$ cat src/rtl/bsr_pkg.sv
package bsr_pkg;

    // Codepoints that steer the parser.
    localparam logic [20:0] CP_NUKTA   = 21'h009BC;
    localparam logic [20:0] CP_HALANT  = 21'h009CD;
    localparam logic [20:0] CP_RA      = 21'h009B0;
    localparam logic [20:0] CP_SIGN_E  = 21'h009C7;
    localparam logic [20:0] CP_ZWJ     = 21'h0200D;
    localparam logic [20:0] CP_ZWNJ    = 21'h0200C;
    localparam logic [20:0] CP_SIGN_O  = 21'h009CB;
    localparam logic [20:0] CP_SIGN_AU = 21'h009CC;
    localparam logic [20:0] CP_SIGN_AA = 21'h009BE;
    localparam logic [20:0] CP_AU_MARK = 21'h009D7;
    localparam logic [20:0] CP_DDA     = 21'h009A1;
    localparam logic [20:0] CP_RRA     = 21'h009DC;
    localparam logic [20:0] CP_DDHA    = 21'h009A2;
    localparam logic [20:0] CP_RHA     = 21'h009DD;
    localparam logic [20:0] CP_YA      = 21'h009AF;
    localparam logic [20:0] CP_YYA     = 21'h009DF;
    localparam logic [20:0] CP_SIGN_I  = 21'h009BF;
    localparam logic [20:0] CP_SIGN_AI = 21'h009C8;

    // Position within the current syllable.
    typedef enum logic [2:0] {
        PH_IDLE, PH_CONS, PH_NUK, PH_HAL, PH_HALZWJ, PH_TAIL, PH_RA, PH_RAHAL
    } t_phase;

    // Sequencer states.
    typedef enum logic [3:0] {
        S_IDLE, S_COMP, S_RA1, S_RA2, S_START, S_FIN, S_FINIT,
        S_PRE_RD, S_PRE_EM, S_CL_RD, S_CL_EM, S_PO_RD, S_PO_EM
    } t_state;

    // What an accepted item does to the syllable.
    typedef enum logic [2:0] {
        A_PUSHC, A_PUSHT, A_CLOSE, A_REPH, A_START
    } t_act;

    function automatic logic is_cons(input logic [20:0] c);
        return (c >= 21'h00995 && c <= 21'h009B9) || c == 21'h009DC ||
               c == 21'h009DD || c == 21'h009DF || c == 21'h009F0 || c == 21'h009F1;
    endfunction

    function automatic logic is_tail(input logic [20:0] c);
        return (c >= 21'h00981 && c <= 21'h00983) || (c >= 21'h009BE && c <= 21'h009CC) ||
               c == 21'h009D7 || c == 21'h009E2 || c == 21'h009E3;
    endfunction

    function automatic logic [20:0] pre_part(input logic [20:0] c);
        if (c == CP_SIGN_I || c == CP_SIGN_AI) return c;
        if (c == CP_SIGN_E || c == CP_SIGN_O || c == CP_SIGN_AU) return CP_SIGN_E;
        return '0;
    endfunction

    function automatic logic [20:0] post_part(input logic [20:0] c);
        if (c == CP_SIGN_I || c == CP_SIGN_E || c == CP_SIGN_AI) return '0;
        if (c == CP_SIGN_O) return CP_SIGN_AA;
        if (c == CP_SIGN_AU) return CP_AU_MARK;
        return c;
    endfunction

    function automatic logic [20:0] nukta_form(input logic [20:0] c);
        if (c == CP_DDA) return CP_RRA;
        if (c == CP_DDHA) return CP_RHA;
        if (c == CP_YA) return CP_YYA;
        return '0;
    endfunction

endpackage

$ cat src/rtl/bsr_ram.sv
module bsr_ram #(
    parameter int WIDTH = 21,
    parameter int DEPTH = 16
) (
    input  logic                                    i_clk,
    input  logic                                    i_we,
    input  logic [(DEPTH > 1 ? $clog2(DEPTH) : 1)-1:0] i_waddr,
    input  logic [WIDTH-1:0]                        i_wdata,
    input  logic                                    i_re,
    input  logic [(DEPTH > 1 ? $clog2(DEPTH) : 1)-1:0] i_raddr,
    output logic [WIDTH-1:0]                        o_rdata
);

    logic [WIDTH-1:0] r_mem [DEPTH];
    logic [WIDTH-1:0] r_rdata;

    // One write port, one registered read port.
    always_ff @(posedge i_clk) begin
        if (i_we) begin
            r_mem[i_waddr] <= i_wdata;
        end
        if (i_re) begin
            r_rdata <= r_mem[i_raddr];
        end
    end

    assign o_rdata = r_rdata;

endmodule

$ cat src/rtl/bengali_syllable_reorder.sv
// A codepoint that passes straight through goes via the hold stage to the output register.
// A buffered item holds the input while it is stored, and while a nukta that composes rewrites
// its consonant. A reph emits ra and halant first. A syllable flush takes a set-up step, then
// reads the tail memory twice and the cluster memory once, reading then emitting each stored
// entry; output stalls hold each emission. The input is stalled until the current item is done.
// Synchronous active-low reset empties the syllable.
module bengali_syllable_reorder import bsr_pkg::*; #(
    parameter int MAX_CLUSTER = 16,
    parameter int MAX_TAIL    = 4
) (
    input  logic        i_clk,
    input  logic        i_rst_n,
    input  logic        i_valid,
    output logic        o_stall,
    input  logic [20:0] i_code_point,
    input  logic        i_text_end,
    output logic        o_valid,
    input  logic        i_stall,
    output logic [20:0] o_out_point,
    output logic        o_run_last,
    output logic        o_text_changed
);

    localparam int CCW = $clog2(MAX_CLUSTER + 1);
    localparam int TCW = $clog2(MAX_TAIL + 1);
    localparam int CAW = $clog2(MAX_CLUSTER);
    localparam int TAW = (MAX_TAIL > 1) ? $clog2(MAX_TAIL) : 1;

    t_state          r_state, n_state;
    t_phase          r_phase, n_phase;
    logic [CCW-1:0]  r_ccount, n_ccount, r_ci, n_ci;
    logic [TCW-1:0]  r_tcount, n_tcount, r_ti, n_ti;
    logic            r_syl_chg, n_syl_chg, r_changed, n_changed;
    logic            r_ret, n_ret, r_last;
    logic [20:0]     r_last_cp, n_last_cp, r_cp;

    // Hold stage and output register.
    logic            r_hv, r_ov, r_ol, r_oc;
    logic [20:0]     r_hcp, r_op;

    logic            s_acc, s_out_free, s_hold_ok, s_drain, s_move;
    logic            s_emit;
    logic [20:0]     s_emit_cp;

    // Decision for the item at the input.
    t_act            s_act;
    t_phase          s_nph;
    logic            s_comp, s_cfull, s_tfull;

    // Memory ports.
    logic            c_we, c_re, t_we, t_re;
    logic [CAW-1:0]  c_wa, c_ra;
    logic [TAW-1:0]  t_wa, t_ra;
    logic [21:0]     c_wd, c_rd;
    logic [20:0]     t_rd;
    logic [CCW-1:0]  s_cm2;
    logic [20:0]     s_pre, s_post;

    bsr_ram #(.WIDTH(22), .DEPTH(MAX_CLUSTER)) u_cluster (
        .i_clk(i_clk), .i_we(c_we), .i_waddr(c_wa), .i_wdata(c_wd),
        .i_re(c_re), .i_raddr(c_ra), .o_rdata(c_rd)
    );

    bsr_ram #(.WIDTH(21), .DEPTH(MAX_TAIL)) u_tail (
        .i_clk(i_clk), .i_we(t_we), .i_waddr(t_wa), .i_wdata(i_code_point),
        .i_re(t_re), .i_raddr(t_ra), .o_rdata(t_rd)
    );

    assign s_acc      = i_valid && (r_state == S_IDLE);
    assign o_stall    = (r_state != S_IDLE);
    assign s_out_free = !r_ov || !i_stall;
    assign s_hold_ok  = !r_hv || s_out_free;
    assign s_cfull    = (r_ccount == CCW'(MAX_CLUSTER));
    assign s_tfull    = (r_tcount == TCW'(MAX_TAIL));
    assign s_pre      = pre_part(t_rd);
    assign s_post     = post_part(t_rd);
    assign s_cm2      = r_ccount - CCW'(2);

    // Parse the incoming codepoint against the current phase.
    always_comb begin
        logic c_nuk, c_hal, c_tl, c_cn;
        c_nuk  = (i_code_point == CP_NUKTA);
        c_hal  = (i_code_point == CP_HALANT);
        c_tl   = is_tail(i_code_point);
        c_cn   = is_cons(i_code_point);
        s_act  = A_CLOSE;
        s_nph  = PH_CONS;
        s_comp = 1'b0;
        unique case (r_phase)
            PH_CONS, PH_RA: begin
                if (c_nuk) begin
                    s_act  = A_PUSHC;
                    s_nph  = PH_NUK;
                    s_comp = (nukta_form(r_last_cp) != '0);
                end else if (c_hal) begin
                    s_act = A_PUSHC;
                    s_nph = (r_phase == PH_RA) ? PH_RAHAL : PH_HAL;
                end else if (c_tl) begin
                    s_act = A_PUSHT;
                end
            end
            PH_NUK: begin
                if (c_hal) begin
                    s_act = A_PUSHC;
                    s_nph = PH_HAL;
                end else if (c_tl) begin
                    s_act = A_PUSHT;
                end
            end
            PH_HAL, PH_RAHAL: begin
                if (c_cn) begin
                    s_act = (r_phase == PH_RAHAL) ? A_REPH : A_PUSHC;
                    s_nph = PH_CONS;
                end else if (i_code_point == CP_ZWJ) begin
                    s_act = A_PUSHC;
                    s_nph = PH_HALZWJ;
                end else if (i_code_point == CP_ZWNJ) begin
                    s_act = A_PUSHC;
                    s_nph = PH_TAIL;
                end else if (c_tl) begin
                    s_act = A_PUSHT;
                end
            end
            PH_HALZWJ: begin
                if (c_cn) begin
                    s_act = A_PUSHC;
                end else if (c_tl) begin
                    s_act = A_PUSHT;
                end
            end
            PH_TAIL: begin
                if (c_tl) begin
                    s_act = A_PUSHT;
                end
            end
            PH_IDLE: begin
                s_act = A_START;
            end
        endcase
        // A full store closes the syllable early.
        if (s_act == A_PUSHC && s_cfull) begin
            s_act = A_CLOSE;
        end
        if (s_act == A_PUSHT && s_tfull) begin
            s_act = A_CLOSE;
        end
    end

    // Next state of the sequencer.
    always_comb begin
        n_state = r_state;
        unique case (r_state)
            S_IDLE: begin
                if (s_acc) begin
                    unique case (s_act)
                        A_PUSHC: n_state = s_comp ? S_COMP : S_FIN;
                        A_PUSHT: n_state = S_FIN;
                        A_CLOSE: n_state = S_FINIT;
                        A_REPH:  n_state = S_RA1;
                        A_START: n_state = S_START;
                        default: n_state = S_FIN;
                    endcase
                end
            end
            S_COMP:  n_state = S_FIN;
            S_RA1:   if (s_hold_ok) n_state = S_RA2;
            S_RA2:   if (s_hold_ok) n_state = S_FIN;
            S_START: if (is_cons(r_cp) || s_hold_ok) n_state = S_FIN;
            S_FIN: begin
                if (r_last && r_phase != PH_IDLE) begin
                    n_state = S_FINIT;
                end else if (!r_hv || s_out_free) begin
                    n_state = S_IDLE;
                end
            end
            S_FINIT: n_state = S_PRE_RD;
            S_PRE_RD: n_state = (r_ti == r_tcount) ? S_CL_RD : S_PRE_EM;
            S_PRE_EM: if (s_pre == '0 || s_hold_ok) n_state = S_PRE_RD;
            S_CL_RD:  n_state = (r_ci == r_ccount) ? S_PO_RD : S_CL_EM;
            S_CL_EM:  if (c_rd[21] || s_hold_ok) n_state = S_CL_RD;
            S_PO_RD: begin
                if (r_ti == r_tcount) begin
                    n_state = r_ret ? S_START : S_FIN;
                end else begin
                    n_state = S_PO_EM;
                end
            end
            S_PO_EM: if (s_post == '0 || s_hold_ok) n_state = S_PO_RD;
            default: n_state = S_IDLE;
        endcase
    end

    // Datapath, memory controls and emissions.
    always_comb begin
        n_phase   = r_phase;
        n_ccount  = r_ccount;
        n_tcount  = r_tcount;
        n_ci      = r_ci;
        n_ti      = r_ti;
        n_syl_chg = r_syl_chg;
        n_changed = r_changed;
        n_ret     = r_ret;
        n_last_cp = r_last_cp;
        c_we      = 1'b0;
        c_wa      = r_ccount[CAW-1:0];
        c_wd      = {1'b0, r_cp};
        c_re      = 1'b0;
        c_ra      = r_ci[CAW-1:0];
        t_we      = 1'b0;
        t_wa      = r_tcount[TAW-1:0];
        t_re      = 1'b0;
        t_ra      = r_ti[TAW-1:0];
        s_emit    = 1'b0;
        s_emit_cp = r_cp;
        unique case (r_state)
            S_IDLE: begin
                if (s_acc) begin
                    unique case (s_act)
                        A_PUSHC: begin
                            // A composing nukta is kept as a skipped entry.
                            c_we     = 1'b1;
                            c_wd     = {s_comp, i_code_point};
                            n_ccount = r_ccount + CCW'(1);
                            n_phase  = s_nph;
                            if (i_code_point != CP_NUKTA) begin
                                n_last_cp = i_code_point;
                            end
                            if (s_comp) begin
                                n_syl_chg = 1'b1;
                            end
                        end
                        A_PUSHT: begin
                            t_we     = 1'b1;
                            n_tcount = r_tcount + TCW'(1);
                            n_phase  = PH_TAIL;
                            if (pre_part(i_code_point) != '0) begin
                                n_syl_chg = 1'b1;
                            end
                        end
                        A_CLOSE: n_ret = 1'b1;
                        default: n_ret = 1'b0;
                    endcase
                end
            end
            S_COMP: begin
                // Overwrite the consonant with its composed letter.
                c_we = 1'b1;
                c_wa = s_cm2[CAW-1:0];
                c_wd = {1'b0, nukta_form(r_last_cp)};
            end
            S_RA1: begin
                s_emit    = s_hold_ok;
                s_emit_cp = CP_RA;
            end
            S_RA2: begin
                s_emit    = s_hold_ok;
                s_emit_cp = CP_HALANT;
                if (s_hold_ok) begin
                    c_we      = 1'b1;
                    c_wa      = '0;
                    n_ccount  = CCW'(1);
                    n_phase   = PH_CONS;
                    n_last_cp = r_cp;
                end
            end
            S_START: begin
                if (is_cons(r_cp)) begin
                    c_we      = 1'b1;
                    c_wa      = '0;
                    n_ccount  = CCW'(1);
                    n_tcount  = '0;
                    n_syl_chg = 1'b0;
                    n_last_cp = r_cp;
                    n_phase   = (r_cp == CP_RA) ? PH_RA : PH_CONS;
                end else begin
                    s_emit = s_hold_ok;
                end
            end
            S_FIN: begin
                if (r_last && r_phase != PH_IDLE) begin
                    n_ret = 1'b0;
                end else if ((!r_hv || s_out_free) && r_last) begin
                    n_changed = 1'b0;
                end
            end
            S_FINIT: begin
                n_changed = r_changed | r_syl_chg;
                n_ti      = '0;
            end
            S_PRE_RD: begin
                if (r_ti == r_tcount) begin
                    n_ci = '0;
                end else begin
                    t_re = 1'b1;
                end
            end
            S_PRE_EM: begin
                s_emit    = (s_pre != '0) && s_hold_ok;
                s_emit_cp = s_pre;
                if (s_pre == '0 || s_hold_ok) begin
                    n_ti = r_ti + TCW'(1);
                end
            end
            S_CL_RD: begin
                if (r_ci == r_ccount) begin
                    n_ti = '0;
                end else begin
                    c_re = 1'b1;
                end
            end
            S_CL_EM: begin
                s_emit    = !c_rd[21] && s_hold_ok;
                s_emit_cp = c_rd[20:0];
                if (c_rd[21] || s_hold_ok) begin
                    n_ci = r_ci + CCW'(1);
                end
            end
            S_PO_RD: begin
                if (r_ti == r_tcount) begin
                    n_ccount  = '0;
                    n_tcount  = '0;
                    n_phase   = PH_IDLE;
                    n_syl_chg = 1'b0;
                end else begin
                    t_re = 1'b1;
                end
            end
            S_PO_EM: begin
                s_emit    = (s_post != '0) && s_hold_ok;
                s_emit_cp = s_post;
                if (s_post == '0 || s_hold_ok) begin
                    n_ti = r_ti + TCW'(1);
                end
            end
            default: begin
                n_phase = r_phase;
            end
        endcase
    end

    // The held item goes out when a newer one arrives or the input item is finished.
    assign s_drain = (r_state == S_FIN) && !(r_last && r_phase != PH_IDLE);
    assign s_move  = r_hv && s_out_free && (s_emit || s_drain);

    always_ff @(posedge i_clk) begin
        if (!i_rst_n) begin
            r_state   <= S_IDLE;
            r_phase   <= PH_IDLE;
            r_ccount  <= '0;
            r_tcount  <= '0;
            r_ci      <= '0;
            r_ti      <= '0;
            r_syl_chg <= 1'b0;
            r_changed <= 1'b0;
            r_ret     <= 1'b0;
            r_last    <= 1'b0;
            r_hv      <= 1'b0;
            r_ov      <= 1'b0;
        end else begin
            r_state   <= n_state;
            r_phase   <= n_phase;
            r_ccount  <= n_ccount;
            r_tcount  <= n_tcount;
            r_ci      <= n_ci;
            r_ti      <= n_ti;
            r_syl_chg <= n_syl_chg;
            r_changed <= n_changed;
            r_ret     <= n_ret;
            if (s_acc) begin
                r_last <= i_text_end;
            end
            if (s_emit) begin
                r_hv <= 1'b1;
            end else if (s_move) begin
                r_hv <= 1'b0;
            end
            if (s_move) begin
                r_ov <= 1'b1;
            end else if (!i_stall) begin
                r_ov <= 1'b0;
            end
        end
    end

    // Payload registers.
    always_ff @(posedge i_clk) begin
        r_last_cp <= n_last_cp;
        if (s_acc) begin
            r_cp <= i_code_point;
        end
        if (s_emit) begin
            r_hcp <= s_emit_cp;
        end
        if (s_move) begin
            r_op <= r_hcp;
            r_ol <= s_drain;
            r_oc <= r_changed;
        end
    end

    assign o_valid        = r_ov;
    assign o_out_point    = r_op;
    assign o_run_last     = r_ol;
    assign o_text_changed = r_oc;

    a_ccount_range: assert property (@(posedge i_clk) disable iff (!i_rst_n)
        r_ccount <= CCW'(MAX_CLUSTER))
        else $error("cluster count beyond store depth");

    a_tcount_range: assert property (@(posedge i_clk) disable iff (!i_rst_n)
        r_tcount <= TCW'(MAX_TAIL))
        else $error("tail count beyond store depth");

    a_idle_hold_empty: assert property (@(posedge i_clk) disable iff (!i_rst_n)
        r_state == S_IDLE |-> !r_hv)
        else $error("held item left behind when ready for input");

    a_idle_phase_empty: assert property (@(posedge i_clk) disable iff (!i_rst_n)
        (r_state == S_IDLE && r_phase == PH_IDLE) |-> (r_ccount == '0 && r_tcount == '0))
        else $error("buffered entries outside a syllable");

    a_open_has_cluster: assert property (@(posedge i_clk) disable iff (!i_rst_n)
        (r_state == S_IDLE && r_phase != PH_IDLE) |-> (r_ccount != '0))
        else $error("open syllable without cluster");

endmodule
$ cat config.mk
export PLATFORM = sky130hd
export DESIGN_NAME = bengali_syllable_reorder
export DESIGN_NICKNAME = d
export VERILOG_FILES = /design/src/rtl/bsr_pkg.sv /design/src/rtl/bsr_ram.sv /design/src/rtl/bengali_syllable_reorder.sv
export SDC_FILE = /design/constraint.sdc
export NUM_CORES = 1
export LEC_CHECK = 0
export CORE_MARGIN = 2
export CORE_UTILIZATION = 25
export CTS_BUF_LIST = sky130_fd_sc_hd__clkbuf_8 sky130_fd_sc_hd__clkbuf_16
export DETAILED_ROUTE_END_ITERATION = 16
export DONT_BUFFER_PORTS = 1
export PLACE_DENSITY_LB_ADDON = 0.15
export SETUP_SLACK_MARGIN = 0.2
export SYNTH_ARGS = -nofsm -noshare
export SYNTH_HDL_FRONTEND = slang
export SYNTH_SLANG_ARGS = --single-unit
$ cat constraint.sdc
create_clock -name i_clk -period 11.1 [get_ports i_clk]
set_clock_uncertainty 0.2 [all_clocks]
set_input_delay 1.11 -clock i_clk [delete_from_list [all_inputs] [get_ports i_clk]]
set_output_delay 1.11 -clock i_clk [all_outputs]
set_load 0.02 [all_outputs]
==> impl_metrics.yaml, run 1 <==
setup_path:
  critical_path_arrival_ns: 5.14
  startpoint_type_of_the_worst_setup_path: "flip-flop"
  setup.worst_path.class: "reg2reg"
  crit_path_max_fanout: 23
  endpoint_kind: "flip-flop"
  worstPathRequired_ns: 11.12
route:
  routed_wirelength_mm: 68.2
  drcViolationCount: 0
  firstDrtPassIters: 5
  viasPerCell: 4.80
  wl_per_cell_um: 24.3
  dr_total_vias: 13500
  starting_drt_drc_count: 1133
  detail-route-antenna-nets: 0
power_and_ir_drop:
  leakage_power_nw: 8.81
  vdd_drop_max_mv: 0.114
  finalPower_mw: 6.54
  power-per-cell-area_nw_per_um2: 230
global_route:
  antenna_violations_before_repair: 3
  groute.usage.overall: 0.134
  grt_overflow: 0
  grt_start_max_net_pins: 51
  grt_pass1_wl_mm: 98.4
  grt_pass1_vias: 13800
clock_network:
  tritoncts_clock_tree: "built"
  cts_root_buffer: "sky130_fd_sc_hd__clkbuf_16"
  cts.clk_slew.worst_paths_ns: 0.06
  post_cts_setup_buffers: 0
  clock-sinks: 594
  worst_skew_pair.late_latency_ns: 0.61
  maximum_clock_insertion_buffer_count: 3
  cts_hold_buf: 0
  cts.htree.levels: 3
  numCtsBuffers: 69
  cts_resized: 0
synthesis:
  syn-instance-count: 1445
  synth-simple-area-share: 0.0820
  synth_flop_type: "sky130_fd_sc_hd__edfxtp_1"
  synth_fp_nets: 1481
  synth-edff-count: 565
  compound_cell_area_share_of_the_yosys_netlist: 0.0545
  synthMuxAreaShare: 0.123
  library_cells_used_by_synthesis: 81
  synthDominantCellAreaShare: 0.691
  syn_area_um2: 24500
  yosys-top-cells-area: "sky130_fd_sc_hd__edfxtp_1, sky130_fd_sc_hd__mux4_2, sky130_fd_sc_hd__dfxtp_1"
  synth.top_cells.by_count: "sky130_fd_sc_hd__edfxtp_1, sky130_fd_sc_hd__mux4_2, sky130_fd_sc_hd__nand2_1"
  xor_xnor_share_of_the_synthesized_area: 0.00535
  synth_most_common_cell: "sky130_fd_sc_hd__edfxtp_1"
  ys_seq_area_frac: 0.715
  average_footprint_of_a_synthesized_cell_um2: 17.0
  synth_fa_ha_area_frac: 0.00510
  synthDominantAreaCellType: "sky130_fd_sc_hd__edfxtp_1"
  synth-seq-cells: 594
  yosys_warnings: 0
  synth_async_reset_ratio: 0
  main_combinational_cell_family_by_area_after_synthesis: "multiplexers"
placed_design:
  dpl_cells: 2682
  dp_worst_setup_slack_ns: 5.49
  place_congestion: 0.847
  detailedPlacementHpwl_mm: 43.4
  port-buffer-count: 0
sta:
  report.final.hold_viol_count: 0
  rsz_0062_raised_after_global_routing: "false"
  max_freq_mhz: 195
  final.setup.tns_ns: 0
  period_needed_ns: 5.12
  timing.final.setup_violations: 0
  hold-worst-slack_ns: 0.212
  max_slew_margin: 0.241
  final_critical_path_setup_slack_ns: 5.98
  timing_max_transition_violations_final: 0
  final.period_utilization: 0.461
  worstMarginPinSlew_ns: 1.13
floorplanning:
  fp.dieArea_um2: 101000
  initial_core_util: 0.253
  die_w_um: 317
  fp.coreArea_um2: 97000
  dieHeight_um: 317
  top_level_ports: 51
  rows: 114
finish:
  drive_above_1_share: 0.202
  nets: 1513
  areaGrowthSynthToFinish_pct: 16.1
  antenna-diode-count: 0
  layout.cells.non_filler: 2807
flow_run:
  cap_viol_max_count: 0
hold_path:
  min_path_type: "reg2reg"
outcome:
  outcome: "completed"
-- final timing paths --
kind                                      from  slack [ns]  depth (start not counted)                   endpoint
setup / recovery  u_tail.o_rdata[17]$_DFFE_PP_        5.98                         10  o_out_point[12]$_DFFE_PP_
hold reg to reg            r_hcp[13]$_DFFE_PP_        0.21                          0  o_out_point[13]$_DFFE_PP_
hold / removal             r_hcp[13]$_DFFE_PP_        0.21                          0  o_out_point[13]$_DFFE_PP_
setup reg to reg  u_tail.o_rdata[17]$_DFFE_PP_        5.98                         10  o_out_point[12]$_DFFE_PP_
-- power by group --
| part | internal [mW] | switching, mW | total (mW) |
|---|---|---|---|
| sequential | 2.95 | 0.154 | 3.10 |
| clock | 1.31 | 0.932 | 2.25 |
| combinational | 0.319 | 0.875 | 1.19 |
-- worst max-delay path, stage by stage, from the launching register on --
cell and delay, ns:
sky130_fd_sc_hd__edfxtp_1 0.38, sky130_fd_sc_hd__or4_1 0.54, sky130_fd_sc_hd__nor4_1 0.61, sky130_fd_sc_hd__o21ai_0 0.36
sky130_fd_sc_hd__a21boi_0 0.22, sky130_fd_sc_hd__a211oi_1 0.68, sky130_fd_sc_hd__nor3_1 0.16, sky130_fd_sc_hd__a211oi_4 0.19
sky130_fd_sc_hd__buf_4 0.37, sky130_fd_sc_hd__o21ai_0 0.23, sky130_fd_sc_hd__a21oi_4 0.77
-- cell usage in the layout (no fill, tap or decap), drive strengths merged, types with 9 or more instances in the layout --
cell    synthesis  layout
ha             10      10
o21ai          41      41
nor2b           9       9
and3           19      19
clkinv          1      29
a21oi          55      55
clkbuf         56      73
mux4          131     131
nor3           37      37
nand2b         10      10
and2           16      16
o31ai          10      10
nor4           13      13
dfxtp          29      29
nor2           68      68
buf            17      34
a222oi         10      10
nand2         131     131
inv            23      41
nand4           9       9
edfxtp        565     565
nand3          32      32
-- metrics by stage --
step | cell area (um2) | utilization
floorplan | 24500 | -
global placement | 26200 | 0.271
detailed placement | 26200 | 0.271
CTS | 28500 | 0.294
global route | 28500 | 0.294
finish | 28500 | 0.294
-- logic make-up after synthesis --
kind of cell,count (synthesis)
fa+ha+maj,10
buf+inv,97
mux,137
flops,594
simple gates,394
xor+xnor,15
compound gates,198
-- per-layer routing --
metal / track usage / part of all wire
met1: 0.180 / 0.44
met2: 0.223 / 0.48
met3: 0.0250 / 0.048
met4: 0.0387 / 0.025
met5: 0 / 0
-- final cells by class --
cell class              count  area, um2
well taps                1276       1600
repair buffers             34        255
fillers                  9605      68500
inverters                  24       90.1
multi-input cells         754       6750
clock inverters            52        447
flip-flops and latches    594      17600
clock buffers              73       1790
-- state kept, by name, summed over array words and instances, names as in the netlist, 21 cells and up --
name,flops
u_tail.r_mem,84
r_last_cp,21
r_cp,21
u_tail.o_rdata,21
u_cluster.r_mem,352
r_hcp,21
o_out_point,21
u_cluster.o_rdata,22
Note: power is estimated with default switching activity, not from simulation.
==> run 2: changes to the inputs <==
==> constraint.sdc (replaced) <==
create_clock -name i_clk -period 4.2 [get_ports i_clk]
set_clock_uncertainty 0.2 [all_clocks]
set_input_delay 0.42 -clock i_clk [delete_from_list [all_inputs] [get_ports i_clk]]
set_output_delay 0.42 -clock i_clk [all_outputs]
set_load 0.02 [all_outputs]
==> run 2 against run 1 <==
  * Highest routed layer unchanged
  * Largest power group unchanged
  * First-iteration DRC count is 10% higher
  * Count of clock-buffer cells in the layout is the same
  * Fmax grew 38%
  * Die area unchanged
  * Worst setup slack worse by 5.5 ns
  * Global-route usage is 1.4 points higher
  * Utilization rose by 1.4 points
==> impl_metrics.yaml, run 2 (same netlist as run 1, synthesis figures left out) <==
outcome:
  outcome: "completed"
flow_run:
  cap_viol_max_count: 0
sta:
  timing.final.setup_violations: 0
  rsz_0062_raised_after_global_routing: "false"
  timing_max_transition_violations_final: 0
  report.final.hold_viol_count: 0
  worstMarginPinSlew_ns: 1.18
  max_freq_mhz: 270
  final_critical_path_setup_slack_ns: 0.502
  max_slew_margin: 0.210
  final.period_utilization: 0.881
  period_needed_ns: 3.70
finish:
  antenna-diode-count: 0
  layout.core_utilization: 0.308
  drive_above_1_share: 0.244
  areaGrowthSynthToFinish_pct: 21.7
  layout_common_cells: "sky130_fd_sc_hd__edfxtp_1, sky130_fd_sc_hd__nand2_1, sky130_fd_sc_hd__mux4_2, sky130_fd_sc_hd__buf_4, sky130_fd_sc_hd__clkbuf_16"
  mostFrequentLayoutCell: "sky130_fd_sc_hd__edfxtp_1"
  nets: 1612
  fillers: 9514
  register_with_the_most_flip_flops: "u_cluster.r_mem"
  largest_reg_flops: 352
global_route:
  groute.usage.overall: 0.149
  grt_pass1_wl_mm: 107
  antenna_violations_before_repair: 4
  gr-max-usage-layer: "met2"
  grt_use_met3: 0.0228
  grt_start_max_net_pins: 39
  grt_pass1_vias: 14400
  grtUsageMet1: 0.209
  grt_overflow: 0
  met2_usage: 0.241
floorplanning:
  initial_core_util: 0.253
  fp.coreArea_um2: 97000
  top_level_ports: 51
  rows: 114
  dieHeight_um: 317
  fp.dieArea_um2: 101000
  die_w_um: 317
setup_path:
  worstPathRequired_ns: 4.33
  critical_path_arrival_ns: 3.83
  reg2reg_capture_point: "r_hcp[19]$_DFFE_PP_"
  r2r.worst_path.cells: 9
  crit_path_max_fanout: 10
  endpoint_kind: "flip-flop"
  startpoint_type_of_the_worst_setup_path: "flip-flop"
  reg2reg_setup_slack_ns: 0.50
  setup.worst_path.class: "reg2reg"
  crit_end: "r_hcp[19]$_DFFE_PP_"
  worst_r2r_startpoint: "u_tail.o_rdata[16]$_DFFE_PP_"
  startpoint: "u_tail.o_rdata[16]$_DFFE_PP_"
clock_network:
  clock-sinks: 594
  cts.clk_slew.worst_paths_ns: 0.06
  numCtsBuffers: 69
  post_cts_setup_buffers: 0
  cts.htree.levels: 3
  maximum_clock_insertion_buffer_count: 3
  worst_skew_pair.late_latency_ns: 0.62
  tritoncts_clock_tree: "built"
  cts_root_buffer: "sky130_fd_sc_hd__clkbuf_16"
power_and_ir_drop:
  leakage_power_nw: 9.48
  power-per-cell-area_nw_per_um2: 610
  vdd_drop_max_mv: 0.266
route:
  detail-route-antenna-nets: 0
  viasPerCell: 4.85
  dr_total_vias: 14100
  routed_wirelength_mm: 73.9
  wl_per_cell_um: 25.4
  starting_drt_drc_count: 1246
  firstDrtPassIters: 5
  drcViolationCount: 0
placed_design:
  detailedPlacementHpwl_mm: 47.5
  dp_worst_setup_slack_ns: 0.0790
  port-buffer-count: 0
  place_congestion: 0.845
hold_path:
  min_path_type: "in2reg"
## run 2: cell count changes in the layout (fill, tap and decap cells not counted), sizes merged
cell,delta
buf,+74
dlygate4sd3,+23
clkinv,-4
clkinvlp,+4
bufinv,+3
inv,-3
a21oi,+1
dlymetal6s4s,+1
## run 2: worst min-delay path by stage
stage	start	end	slack (ns)	cells past startpoint
floorplan	r_hcp[0]$_DFFE_PP_	o_out_point[0]$_DFFE_PP_	0.20	0
global placement	r_hcp[0]$_DFFE_PP_	o_out_point[0]$_DFFE_PP_	0.20	0
detailed placement	r_hcp[18]$_DFFE_PP_	o_out_point[18]$_DFFE_PP_	0.20	0
CTS	i_valid	r_last_cp[2]$_DFFE_PP_	0.05	3
global route	i_valid	r_last_cp[2]$_DFFE_PP_	0.07	3
finish	i_valid	r_last_cp[2]$_DFFE_PP_	0.08	3
## run 2: through the flow
step                      power, mW  TNS [ns]  cell area [um2]  hold WS (ns)  std cells
final                          18.2         0            29900        0.0829       2906
after global routing           19.0         0            29900        0.0748       2906
after CTS                      18.5         0            29900        0.0459       2906
after detailed placement       12.1         0            27300         0.205       2756
after global placement         12.1         0            27300         0.202       2756
after floorplan                10.2    -21.42            24700         0.200       1445
## run 2: cell type report
cell class	count	area, um2	share of cell area
Multi-Input combinational cell	755	6910	0.231
Inverter	24	90.1	0.00302
Timing Repair Buffer	132	1390	0.0466
Clock buffer	73	1830	0.0612
Clock inverter	52	504	0.0169
Sequential cell	594	17600	0.588
Tap cell	1276	1600	0.0534
## run 2: report_power, final
group | internal (mW) | switching (mW)
logic | 1.27 | 2.74
registers | 7.77 | 0.281
clock network | 3.71 | 2.46
## run 2: routing by layer
metal / vias up / wire length (um)
li1: 6133 / -
met1: 7446 / 34100
met2: 422 / 35100
met3: 96 / 3150
met4: 0 / 1520
met5: - / 0
## run 2: worst max-delay path, stage by stage, from the launching register on
cell                       delay, ns
sky130_fd_sc_hd__edfxtp_1       0.45
sky130_fd_sc_hd__or4_1          0.61
sky130_fd_sc_hd__nor4_2         0.23
sky130_fd_sc_hd__buf_4          0.18
sky130_fd_sc_hd__and4b_1        0.26
sky130_fd_sc_hd__and2_1         0.18
sky130_fd_sc_hd__nand2_1        0.09
sky130_fd_sc_hd__a21o_1         0.35
sky130_fd_sc_hd__a222oi_1       0.73
sky130_fd_sc_hd__inv_1          0.13
## run 2: repair_timing
action,CTS,global route
gates cloned,1,0
gates resized for setup,0,3
hold buffers,24,0
endpoints found under the setup margin,23,497
pin swaps,0,1
hold endpoints to repair,165,0
